==> src/otc_pkg.sv <==
`default_nettype none
package otc_pkg;

   localparam int TRIM_BITS  = 8;
   localparam int COUNT_BITS = 21;

   // item kinds
   localparam logic MODE_START   = 1'b0;
   localparam logic MODE_MEASURE = 1'b1;

   typedef struct packed {
      logic                  mode;
      logic [TRIM_BITS-1:0]  initial_trim;
      logic [COUNT_BITS-1:0] measured_count;
   } otc_req_type;

   typedef struct packed {
      logic [TRIM_BITS-1:0] trim_code;
      logic                 write_trim;
      logic                 done_res;
      logic                 measure_again;
   } otc_rsp_type;

   typedef struct packed {
      logic                  finished;
      logic                  was_below;
      logic                  was_above;
      logic [TRIM_BITS-1:0]  current_trim;
      logic [TRIM_BITS-1:0]  previous_trim;
      logic [COUNT_BITS-1:0] previous_count;
   } otc_state_type;

endpackage
`default_nettype wire

==> src/otc_step.sv <==
`default_nettype none
module otc_step
   import otc_pkg::*;
(
   input  wire otc_req_type             item,
   input  wire otc_state_type           state_cur,
   input  wire logic [COUNT_BITS-1:0]   ideal_count,
   output otc_state_type                state_nxt,
   output otc_rsp_type                  result
);

   logic                         below;
   logic                         above;
   logic signed [COUNT_BITS:0]   dist_now_lo;   // ideal - count
   logic signed [COUNT_BITS:0]   dist_now_hi;   // count - ideal
   logic signed [COUNT_BITS:0]   dist_prev_hi;  // previous - ideal
   logic signed [COUNT_BITS:0]   dist_prev_lo;  // ideal - previous
   logic                         write;

   assign below = item.measured_count < ideal_count;
   assign above = item.measured_count > ideal_count;
   assign dist_now_lo  = $signed({1'b0, ideal_count}) - $signed({1'b0, item.measured_count});
   assign dist_now_hi  = $signed({1'b0, item.measured_count}) - $signed({1'b0, ideal_count});
   assign dist_prev_hi = $signed({1'b0, state_cur.previous_count}) - $signed({1'b0, ideal_count});
   assign dist_prev_lo = $signed({1'b0, ideal_count}) - $signed({1'b0, state_cur.previous_count});

   always_comb begin
      state_nxt = state_cur;
      write     = 1'b0;
      case (item.mode)
         MODE_START: begin
            state_nxt.finished     = 1'b0;
            state_nxt.was_below    = 1'b0;
            state_nxt.was_above    = 1'b0;
            state_nxt.current_trim = item.initial_trim;
         end
         MODE_MEASURE: begin
            if (below) begin
               if (state_cur.was_above) begin
                  // crossed from above: keep the closer trim
                  if (dist_now_lo > dist_prev_hi) begin
                     state_nxt.current_trim = state_cur.previous_trim;
                  end
                  state_nxt.finished = 1'b1;
               end else if (dist_now_lo == (COUNT_BITS+1)'(1)) begin
                  state_nxt.finished = 1'b1;
               end else begin
                  state_nxt.previous_trim = state_cur.current_trim;
                  if (state_cur.current_trim != '1) begin
                     state_nxt.current_trim = state_cur.current_trim + TRIM_BITS'(1);
                  end
                  state_nxt.was_below      = 1'b1;
                  state_nxt.previous_count = item.measured_count;
               end
            end else if (above) begin
               if (state_cur.was_below) begin
                  // crossed from below: keep the closer trim
                  if (dist_now_hi > dist_prev_lo) begin
                     state_nxt.current_trim = state_cur.previous_trim;
                  end
                  state_nxt.finished = 1'b1;
               end else if (dist_now_hi == (COUNT_BITS+1)'(1)) begin
                  state_nxt.finished = 1'b1;
               end else begin
                  state_nxt.previous_trim = state_cur.current_trim;
                  if (state_cur.current_trim != '0) begin
                     state_nxt.current_trim = state_cur.current_trim - TRIM_BITS'(1);
                  end
                  state_nxt.was_above      = 1'b1;
                  state_nxt.previous_count = item.measured_count;
               end
            end
            if (!below && !above) begin
               state_nxt.finished = 1'b1;
            end else begin
               write = 1'b1;
            end
         end
         default: begin
            state_nxt = state_cur;
         end
      endcase
   end

   assign result.trim_code     = state_nxt.current_trim;
   assign result.write_trim    = write;
   assign result.done_res      = state_nxt.finished;
   assign result.measure_again = !state_nxt.finished;

endmodule
`default_nettype wire

==> src/oscillator_trim_calibrator.sv <==
`default_nettype none
// oscillator trim calibrator
//
// req channel: one item is either a start (mode 0, carries the trim now in
// the oscillator) or a measurement (mode 1, carries the finished count).
// rsp channel: exactly one item per request with the trim to use, whether
// to write it, the done flag and whether to measure again.
// csr port: csr_write_enable/csr_write_data load the ideal count; write it
// only while no items are in flight.
//
// an accepted item is loaded into the input register; the compare-and-step
// logic then loads its result into the result register, which drives
// rsp_valid. throughput is one item per cycle while rsp_stall is low; the
// only loop is the trim state update through state_ff.
// reset clears the calibration state, the ideal count and both valid bits.
// when rsp_stall is high the result holds; the input register keeps one
// more item and req_stall rises only once both stages are full.
module oscillator_trim_calibrator
   import otc_pkg::*;
(
   input  wire logic                  clock,
   input  wire logic                  reset,
   input  wire logic                  csr_write_enable,
   input  wire logic [COUNT_BITS-1:0] csr_write_data,
   input  wire logic                  req_valid,
   output      logic                  req_stall,
   input  wire logic                  req_mode,
   input  wire logic [TRIM_BITS-1:0]  req_initial_trim,
   input  wire logic [COUNT_BITS-1:0] req_measured_count,
   output      logic                  rsp_valid,
   input  wire logic                  rsp_stall,
   output      logic [TRIM_BITS-1:0]  rsp_trim_code,
   output      logic                  rsp_write_trim,
   output      logic                  rsp_done_res,
   output      logic                  rsp_measure_again
);

   // configuration
   logic [COUNT_BITS-1:0] ideal_ff;

   // input register
   logic        in_valid_ff;
   otc_req_type in_item_ff;

   // calibration state
   otc_state_type state_ff;
   otc_state_type state_in;

   // result register
   logic        out_valid_ff;
   otc_rsp_type out_item_ff;
   otc_rsp_type step_rsp;

   logic out_free;
   logic step_fire;
   logic req_take;

   // result register can load when empty or being drained this cycle
   assign out_free  = !out_valid_ff || !rsp_stall;
   assign step_fire = in_valid_ff && out_free;
   // input register can load when empty or moving on this cycle
   assign req_stall = in_valid_ff && !out_free;
   assign req_take  = req_valid && !req_stall;

   otc_step u_step (
      .item        (in_item_ff),
      .state_cur   (state_ff),
      .ideal_count (ideal_ff),
      .state_nxt   (state_in),
      .result      (step_rsp)
   );

   always_ff @(posedge clock) begin
      if (reset) begin
         ideal_ff     <= '0;
         in_valid_ff  <= 1'b0;
         out_valid_ff <= 1'b0;
         state_ff     <= '0;
      end else begin
         if (csr_write_enable) begin
            ideal_ff <= csr_write_data;
         end
         if (req_take) begin
            in_valid_ff <= 1'b1;
         end else if (step_fire) begin
            in_valid_ff <= 1'b0;
         end
         if (step_fire) begin
            state_ff     <= state_in;
            out_valid_ff <= 1'b1;
         end else if (!rsp_stall) begin
            out_valid_ff <= 1'b0;
         end
      end
   end

   // payload registers
   always_ff @(posedge clock) begin
      if (req_take) begin
         in_item_ff.mode           <= req_mode;
         in_item_ff.initial_trim   <= req_initial_trim;
         in_item_ff.measured_count <= req_measured_count;
      end
      if (step_fire) begin
         out_item_ff <= step_rsp;
      end
   end

   assign rsp_valid         = out_valid_ff;
   assign rsp_trim_code     = out_item_ff.trim_code;
   assign rsp_write_trim    = out_item_ff.write_trim;
   assign rsp_done_res      = out_item_ff.done_res;
   assign rsp_measure_again = out_item_ff.measure_again;

`ifndef NO_ASSERTIONS
   // a start item always reports tuning in progress and no trim write
   a_start_result: assert property (@(posedge clock) disable iff (reset)
      step_fire && in_item_ff.mode == MODE_START |=>
         rsp_valid && !rsp_write_trim && !rsp_done_res)
      else $error("start item gave a write or done result");

   // an exact match finishes tuning without a write
   a_exact_match: assert property (@(posedge clock) disable iff (reset)
      step_fire && in_item_ff.mode == MODE_MEASURE
         && in_item_ff.measured_count == ideal_ff |=>
         rsp_done_res && !rsp_write_trim)
      else $error("exact match did not finish tuning");

   // done and measure-again are complementary on every result
   a_done_flags: assert property (@(posedge clock) disable iff (reset)
      rsp_valid |-> rsp_done_res != rsp_measure_again)
      else $error("done and measure-again disagree");

   // back pressure only when the input register really holds an item and the result register is full
   a_stall_cause: assert property (@(posedge clock) disable iff (reset)
      req_stall |-> in_valid_ff && out_valid_ff)
      else $error("req_stall raised with a free stage");
`endif

endmodule
`default_nettype wire
==> config.mk <==
export PLATFORM = sky130hd
export DESIGN_NAME = oscillator_trim_calibrator
export DESIGN_NICKNAME = d
export VERILOG_FILES = /design/src/otc_pkg.sv /design/src/otc_step.sv /design/src/oscillator_trim_calibrator.sv
export SDC_FILE = /design/constraint.sdc
export NUM_CORES = 1
export LEC_CHECK = 0
export ABC_AREA = 1
export BUFFER_PORTS_ARGS = -buffer_cell sky130_fd_sc_hd__buf_2
export CAP_MARGIN = 15
export CORE_MARGIN = 4
export CORE_UTILIZATION = 60
export CTS_CLUSTER_DIAMETER = 30
export DETAILED_ROUTE_END_ITERATION = 12
export PLACE_DENSITY = 0.79
export SYNTH_ARGS = -nofsm -noshare
export SYNTH_HDL_FRONTEND = slang
export SYNTH_SLANG_ARGS = --single-unit
==> constraint.sdc <==
create_clock -name clock -period 8.1 [get_ports clock]
set_input_delay 0.405 -clock clock [delete_from_list [all_inputs] [get_ports clock]]
set_output_delay 0.405 -clock clock [all_outputs]
set_load 0.01 [all_outputs]
==> results.md, run 1 <==
* Routed wire length at 32500 µm
* Part of the Yosys area used for sequential elements at 23.3%
* Layout net count at 1842
* Reg area at 2490 µm²
* Top_reg_cell synth: dfxtp_1
* Via-to-Cell Ratio at 5.72
* GR Overflow Total at 0
* Max Cap Viol at 0
* Placed Area at 11100 µm²
* Tot GR Track Use at 32.7%
* First-pass GRT wire length at 52500 µm
* Post-synth ARST share at 0%
* Worst-margin pin slew at 1.02 ns
* Crit path max fanout at 15
* Non-Filler Instances at 1882
* Area grow syn2layout at 6.49%
* Max-Slew Margin vs Limit at 32.0%
* Cell family with most CP delay: simple AND/OR/NAND/NOR gates
* Synth warnings at 0
* Num CTS Buffers at 9
* Final number of hold-violating endpoints at 0
* Count of different cell masters after synthesis at 48
* Outcome: complete, no violations
* Core Region at 17400 µm²
* Fillers at 1683
* Vias at 10800
* Mapped Area at 10700 µm²
* H-tree depth at 3
* Clock Path Buffers at 2
* Vias in the first global route at 10300
* Max IR drop VDD at 0.143 mV
* Multi-input logic area at 6890 µm²
* Type of the worst min-delay path: input port to flop
* Chip height at 141 µm
* Share of layout cells above drive strength 1 at 8.57%
* Slew Limit Fails at 0
* Clk root buf: clkbuf_16
* Max Clock Freq at 192 MHz
* Initial antenna violation count at 0
* R2R Setup Slk at 2.89 ns
* IO buf count at 68
* Pre-Repair DR Iteration Count at 6
* Power, Total at 2.10 mW
* Power Density at 184 nW/µm²
* Synthesized flop and latch total at 104
* Starting density of the core at 61.6%
* Critical path capture point type: flop
* GP Congestion at 1.04
* Post-DP HPWL at 26500 µm
* Final setup violating endpoints at 0
* Final WS setup at 2.89 ns
* Cell at the slowest stage of the critical path: dfxtp_1
* Mean post-synth cell area at 6.60 µm²
* Finished Core Util at 65.5%
* Detail Route Antenna Nets at 0
* EDFF count, synth at 41
* Cells after Synth at 1618
* CP peak stage delay at 0.52 ns
* ANT cells at 0
* Row count at 48
* Die ar. at 20000 µm²
* CP bufs+invs at 2
* Worst Path Arrival at 5.32 ns
* Setup WS pre-CTS at 2.99 ns
* Final instance area at 11400 µm²
* Largest net degree at the start of global routing at 43
* TritonCTS clock tree: built
* Leakage at 5.90 nW
* DRT iter0 DRCs at 952
* Min Tclk post-route at 5.21 ns
* Clock Skews at 0.00681 ns
* DRC Markers at 0
* Reg clk slew, reported paths at 0.08 ns
* Post CTS Setup Buffer Count at 0
* Crit Path Class: flop to flop
* Dpl cells at 1866
* Cts hold-fix bufs at 0
* Most common cell on crit path: nand2_1
* Syn_nets at 1808
* CP required at 8.22 ns
* Post-CTS resize count at 0
* Critical Path Start Type: flop
* RSZ-0062 raised after global routing: no
* Clock Latency Late Sink at 0.35 ns
* WL/cell at 17.3 µm
* I/O pin cnt at 69
* Setup TNS at 0 ns
* Worst Hold Slack at 0.221 ns
* CTS Sinks at 104
* Die Wd at 141 µm
* Fin crit share at 64.3%
-- per-layer routing --
metal	track usage (%)	vias up	wire length (µm)
met5	0	-	0
li1	-	5326	-
met2	53.4	443	15000
met3	5.06	43	2690
met1	45.5	4946	14300
met4	7.98	0	574
-- report_power, final --
group / switching (mW) / internal, mW / leakage [nW] / total, mW
sequential: 0.0301 / 0.580 / 0.913 / 0.610
clock: 0.219 / 0.222 / 0.142 / 0.441
combinational: 0.695 / 0.351 / 4.84 / 1.05
total: 0.943 / 1.15 / 5.90 / 2.10
-- final cells by class --
cell class,count,share of cell area [%]
Inverter,277,9.16
Multi-Input combinational cell,1187,60.6
Tap cell,225,2.47
Timing Repair Buffer,73,3.32
Sequential cell,104,21.9
Clock inverter,6,0.462
Clock buffer,10,2.10
-- flip-flops by register name, summed over array words and instances, names as in the netlist --
| name | cells |
|---|---|
| ideal_ff | 21 |
| in_item_ff | 30 |
| in_valid_ff | 1 |
| rsp_done_res | 1 |
| rsp_measure_again | 1 |
| rsp_trim_code | 8 |
| rsp_valid | 1 |
| rsp_write_trim | 1 |
| state_ff | 40 |
-- cells by family after synthesis --
kind of cell | count (synthesis) | synth area share (%)
AO/OA/AOI/OAI | 324 | 17.3
flip-flops | 104 | 23.3
AND/OR/NAND/NOR | 680 | 27.2
XOR/XNOR | 49 | 4.02
buffers and inverters | 327 | 12.2
adder cells (fa/ha/maj) | 134 | 16.0
-- synth_stat cells, types with 8 or more instances --
| cell | instances | area, µm² |
|---|---|---|
| nand2_1 | 435 | 1630 |
| inv_1 | 269 | 1010 |
| a21oi_1 | 175 | 876 |
| ha_1 | 130 | 1630 |
| nand3_1 | 93 | 465 |
| o21ai_0 | 87 | 435 |
| nor2_1 | 72 | 270 |
| dfxtp_1 | 63 | 1260 |
| xor2_1 | 42 | 368 |
| edfxtp_1 | 41 | 1230 |
| clkbuf_1 | 28 | 105 |
| nand4_1 | 25 | 156 |
| a211oi_2 | 16 | 200 |
| buf_2 | 13 | 65.1 |
| a211oi_1 | 10 | 75.1 |
| nor2_2 | 10 | 62.6 |
| nor3_1 | 10 | 50.1 |
| or2_2 | 9 | 56.3 |
| nand3b_1 | 8 | 60.1 |
-- cells in the final DEF (no fill, tap or decap), types with 42 or more instances in the layout --
master and instances:
a21oi_1 175, buf_2 68, dfxtp_1 63, ha_1 130, inv_1 269, nand2_1 435
nand3_1 93, nor2_1 71, o21ai_0 87, xor2_1 42
-- worst paths after layout --
kind	cells after the start	from	end
min reg2reg	2	state_ff[39]	state_ff[39]
min	1	req_initial_trim[1]	in_item_ff[22]
max reg2reg	29	ideal_ff[1]	rsp_trim_code[3]
max	29	ideal_ff[1]	rsp_trim_code[3]
Note: power is estimated with default switching activity, not from simulation.
==> inputs of run 2 (changes only) <==
--- a/config.mk
+++ b/config.mk
@@ -5,11 +5,11 @@
 export SDC_FILE = /design/constraint.sdc
 export NUM_CORES = 1
 export LEC_CHECK = 0
-export ABC_AREA = 1
+export ABC_AREA = 0
 export BUFFER_PORTS_ARGS = -buffer_cell sky130_fd_sc_hd__buf_2
 export CAP_MARGIN = 15
 export CORE_MARGIN = 4
-export CORE_UTILIZATION = 60
+export CORE_UTILIZATION = 57
 export CTS_CLUSTER_DIAMETER = 30
 export DETAILED_ROUTE_END_ITERATION = 12
 export PLACE_DENSITY = 0.79
==> constraint.sdc (replaced) <==
create_clock -name clock -period 4.3 [get_ports clock]
set_input_delay 0.215 -clock clock [delete_from_list [all_inputs] [get_ports clock]]
set_output_delay 0.215 -clock clock [all_outputs]
set_load 0.01 [all_outputs]
==> run 2 against run 1 <==
The flow now finishes with violations (negative setup slack). Wire length rose by 29%. Utilization rose by 15 points. Cell area rose by 28%. Sequential power rose by 89%. Synthesized area fell by 0.98%. Global-route usage rose by 6.3 points. Register-to-register slack got worse by 4.1 ns. Clock power rose by 100%. Highest routed layer unchanged.
==> results.md, run 2 <==
* Die Wd at 144 µm (was 141 µm)
* Commonest non-fill, non-tap cells in the layout: buf_4 (333), ha_1 (127), a21oi_1 (120), nor2_1 (111), inv_1 (102) (was nand2_1 (435), inv_1 (269), a21oi_1 (175), ha_1 (130), nand3_1 (93))
* Top_reg_cell synth: dfxtp_1 (unchanged)
* Crit path max fanout at 3 (was 15)
* Cell with the most instances after synthesis: a21oi_1 (was nand2_1)
* Synth Area in Compound Gates at 26.0% (was 17.3%)
* Largest register FFs at 40 (unchanged)
* First-pass GRT wire length at 62300 µm (was 52500 µm)
* Synthesized flop and latch total at 104 (unchanged)
* Biggest regs: state_ff (40), in_item_ff (30), ideal_ff (21) (unchanged)
* Final setup violating endpoints at 47 (was 0)
* Internal at 2.89 mW (was 1.15 mW)
* Core Region at 18100 µm² (was 17400 µm²)
* Simple-Gate Fraction of Synth Area at 18.7% (was 27.2%)
* Commonest non-fill, non-tap cell in the layout: buf_4 (was nand2_1)
* Syn_nets at 1541 (was 1808)
* Largest net degree at the start of global routing at 38 (was 43)
* Synth area leaders: ha_1 (15%), dfxtp_1 (12%), edfxtp_1 (12%), a21oi_1 (6.9%), nor2_1 (4.0%) (was nand2_1 (15%), ha_1 (15%), dfxtp_1 (12%), edfxtp_1 (12%), inv_1 (9.5%))
* ANT cells at 0 (unchanged)
* Routed wire length at 42100 µm (was 32500 µm)
* Sw frac at 39.7% (was 45.0%)
* CTS Sinks at 104 (unchanged)
* Layout net count at 1899 (was 1842)
* GR Overflow Total at 0 (unchanged)
* Max-Slew Margin vs Limit at 46.9% (was 32.0%)
* WL/cell at 21.6 µm (was 17.3 µm)
* Cell at the slowest stage of the critical path: or3b_4 (was dfxtp_1)
* Largest family of logic cells by synthesized area: compound AO/OA/AOI/OAI gates (was simple AND/OR/NAND/NOR gates)
* Crit Path Class: flop to flop (unchanged)
* Synth area leader: ha_1 (was nand2_1)
* CP peak stage delay at 0.38 ns (was 0.52 ns)
* Worst Path Arrival at 5.54 ns (was 5.32 ns)
* Row count at 49 (was 48)
* Leakage at 6.67 nW (was 5.90 nW)
* Post-DP HPWL at 32300 µm (was 26500 µm)
* CP required at 4.38 ns (was 8.22 ns)
* Part of the Yosys area used for sequential elements at 23.6% (was 23.3%)
* Yosys top cell area share at 15.4% (was 15.3%)
* Cells after Synth at 1351 (was 1618)
* DRT iter0 DRCs at 1253 (was 952)
* Chip height at 144 µm (was 141 µm)
* Vias at 12200 (was 10800)
* Most flop-heavy register: state_ff (unchanged)
* Xor/xnor share of the synthesized area at 5.30% (was 4.02%)
* Min Tclk post-route at 5.46 ns (was 5.21 ns)
* Pre-Repair DR Iteration Count at 8 (was 6)
* Share of layout cells above drive strength 1 at 32.3% (was 8.57%)
* Count of different cell masters after synthesis at 79 (was 48)
* Die ar. at 20800 µm² (was 20000 µm²)
* Post-synth ARST share at 0% (unchanged)
* Failing checks: negative setup slack
* Worst-margin pin slew at 0.796 ns (was 1.02 ns)
* Fillers at 1190 (was 1683)
* Slew Limit Fails at 0 (unchanged)
* Synth warnings at 0 (unchanged)
* Final number of hold-violating endpoints at 0 (unchanged)
* Type of the worst min-delay path: input port to flop (unchanged)
* Max IR drop VDD at 0.372 mV (was 0.143 mV)
* Clk root buf: clkbuf_16 (unchanged)
* TritonCTS clock tree: built (unchanged)
* EDFF count, synth at 41 (unchanged)
* Final WS setup at -1.16 ns (was 2.89 ns)
* Detail Route Antenna Nets at 0 (unchanged)
* Outcome: finished with violations (was complete, no violations)
* Post-synthesis mux area share at 3.54% (was 0%)
* Fin crit share at 127% (was 64.3%)
* Starting density of the core at 58.5% (was 61.6%)
* Via-to-Cell Ratio at 6.27 (was 5.72)
* Mean post-synth cell area at 7.83 µm² (was 6.60 µm²)
* GP Congestion at 1.00 (was 1.04)
* RSZ-0062 raised after global routing: yes (was no)
* Commonest cells in the netlist: a21oi_1 (146), ha_1 (130), nor2_1 (113), inv_1 (106), nand2_1 (102) (was nand2_1 (435), inv_1 (269), a21oi_1 (175), ha_1 (130), nand3_1 (93))
* Placed Area at 13500 µm² (was 11100 µm²)
* I/O pin cnt at 69 (unchanged)
* Cts hold-fix bufs at 0 (unchanged)
* Critical path capture point type: flop (unchanged)
* Psw at 1.90 mW (was 943 µW)
* Power, Total at 4.79 mW (was 2.10 mW)
* H-tree depth at 3 (unchanged)
* Power Density at 329 nW/µm² (was 184 nW/µm²)
* Clock Skews at 0.00958 ns (was 0.00681 ns)
* Vias in the first global route at 11700 (was 10300)
* IO buf count at 68 (unchanged)
* Clock Latency Late Sink at 0.36 ns (was 0.35 ns)
* Max Clock Freq at 183 MHz (was 192 MHz)
* Critical Path Start Type: flop (unchanged)
* Num CTS Buffers at 9 (unchanged)
* Combinational fraction of design power at 57.2% (was 49.9%)
* Reg clk slew, reported paths at 0.08 ns (about the same)
* Mapped Area at 10600 µm² (was 10700 µm²)
* Clock Path Buffers at 2 (unchanged)
* Tot GR Track Use at 38.9% (was 32.7%)
* Clk pwr share at 18.8% (was 21.0%)
* DRC Markers at 0 (unchanged)
* Initial antenna violation count at 0 (unchanged)
* Max Cap Viol at 0 (unchanged)
* Area grow syn2layout at 37.6% (was 6.49%)
* Synth Area in Adders at 16.1% (was 16.0%)
* Power share of the sequential group at 24.0% (was 29.1%)
* Final instance area at 14600 µm² (was 11400 µm²)
[run 2: timing repair]
action | in CTS | in global routing
endpoints found under the setup margin | 47 | 47
pin swaps | 32 | 29
setup buffers | 20 | 16
resized for setup | 53 | 55
cloned | 2 | 0
[run 2: power groups by stage]
stage,sequential [mW],combinational (mW),clock [mW]
after floorplan,1.14,1.38,0
after global placement,1.16,2.32,0
after detailed placement,1.16,2.38,0
after CTS,1.14,2.55,0.902
after global routing,1.15,2.92,0.941
final,1.15,2.74,0.901
[run 2: final cells by class]
type / count / area (µm²) / area share (%)
Clock inverter: 6 / 90.1 / 0.619
Clock buffer: 10 / 229 / 1.57
Timing Repair Buffer: 421 / 3160 / 21.7
Inverter: 109 / 412 / 2.83
Tap cell: 229 / 287 / 1.97
Sequential cell: 104 / 2500 / 17.2
Multi-Input combinational cell: 1064 / 7880 / 54.1
[run 2: stage by stage]
step | hold slack (ns) | setup TNS, ns | util [%] | setup slack, ns | instances
2_1_floorplan | 0.314 | -5.40 | - | -0.591 | 1351
3_3_place_gp | 0.392 | -13.58 | 74.6 | -0.871 | 1891
3_5_place_dp | 0.393 | -20.03 | 74.6 | -1.09 | 1891
4_1_cts | 0.0237 | -13.84 | 78.8 | -0.936 | 1929
5_1_grt | 0.0162 | -32.91 | 80.5 | -1.30 | 1943
6_report | 0.0286 | -27.16 | 80.5 | -1.16 | 1943
[run 2: final timing paths]
path	cells after the start	startpoint	slack (ns)	to
setup / recovery	30	state_ff[0]	-1.16	rsp_trim_code[0]
hold / removal	1	req_measured_count[2]	0.03	in_item_ff[2]
setup reg to reg	30	state_ff[0]	-1.16	rsp_trim_code[0]
hold reg to reg	2	state_ff[27]	0.48	state_ff[27]
[run 2: per-layer routing]
metal  vias to the layer above  part of all wire (%)  track usage (%)
li1                       5588                     -                -
met5                         -                     0                0
met4                         0                   3.8             14.4
met2                       742                    45             61.4
met3                       124                    12             13.1
met1                      5721                    40             49.8
[run 2: worst max-delay path: cells and delay by family, from the launching register on]
family,cells,cell delay (ns)
AO/OA/AOI/OAI,13,2.09
XOR/XNOR,1,0.13
adder cells (fa/ha/maj),3,0.76
buffers and inverters,5,0.57
flip-flops,1,0.36
AND/OR/NAND/NOR,8,1.26
[run 2: logic make-up (layout without fill, tap and decap cells)]
| family | after synthesis | count (layout) |
|---|---|---|
| multiplexers | 37 | 37 |
| AND/OR/NAND/NOR | 408 | 408 |
| XOR/XNOR | 64 | 64 |
| flip-flops | 104 | 104 |
| AO/OA/AOI/OAI | 421 | 421 |
| adder cells (fa/ha/maj) | 134 | 134 |
| buffers and inverters | 183 | 546 |
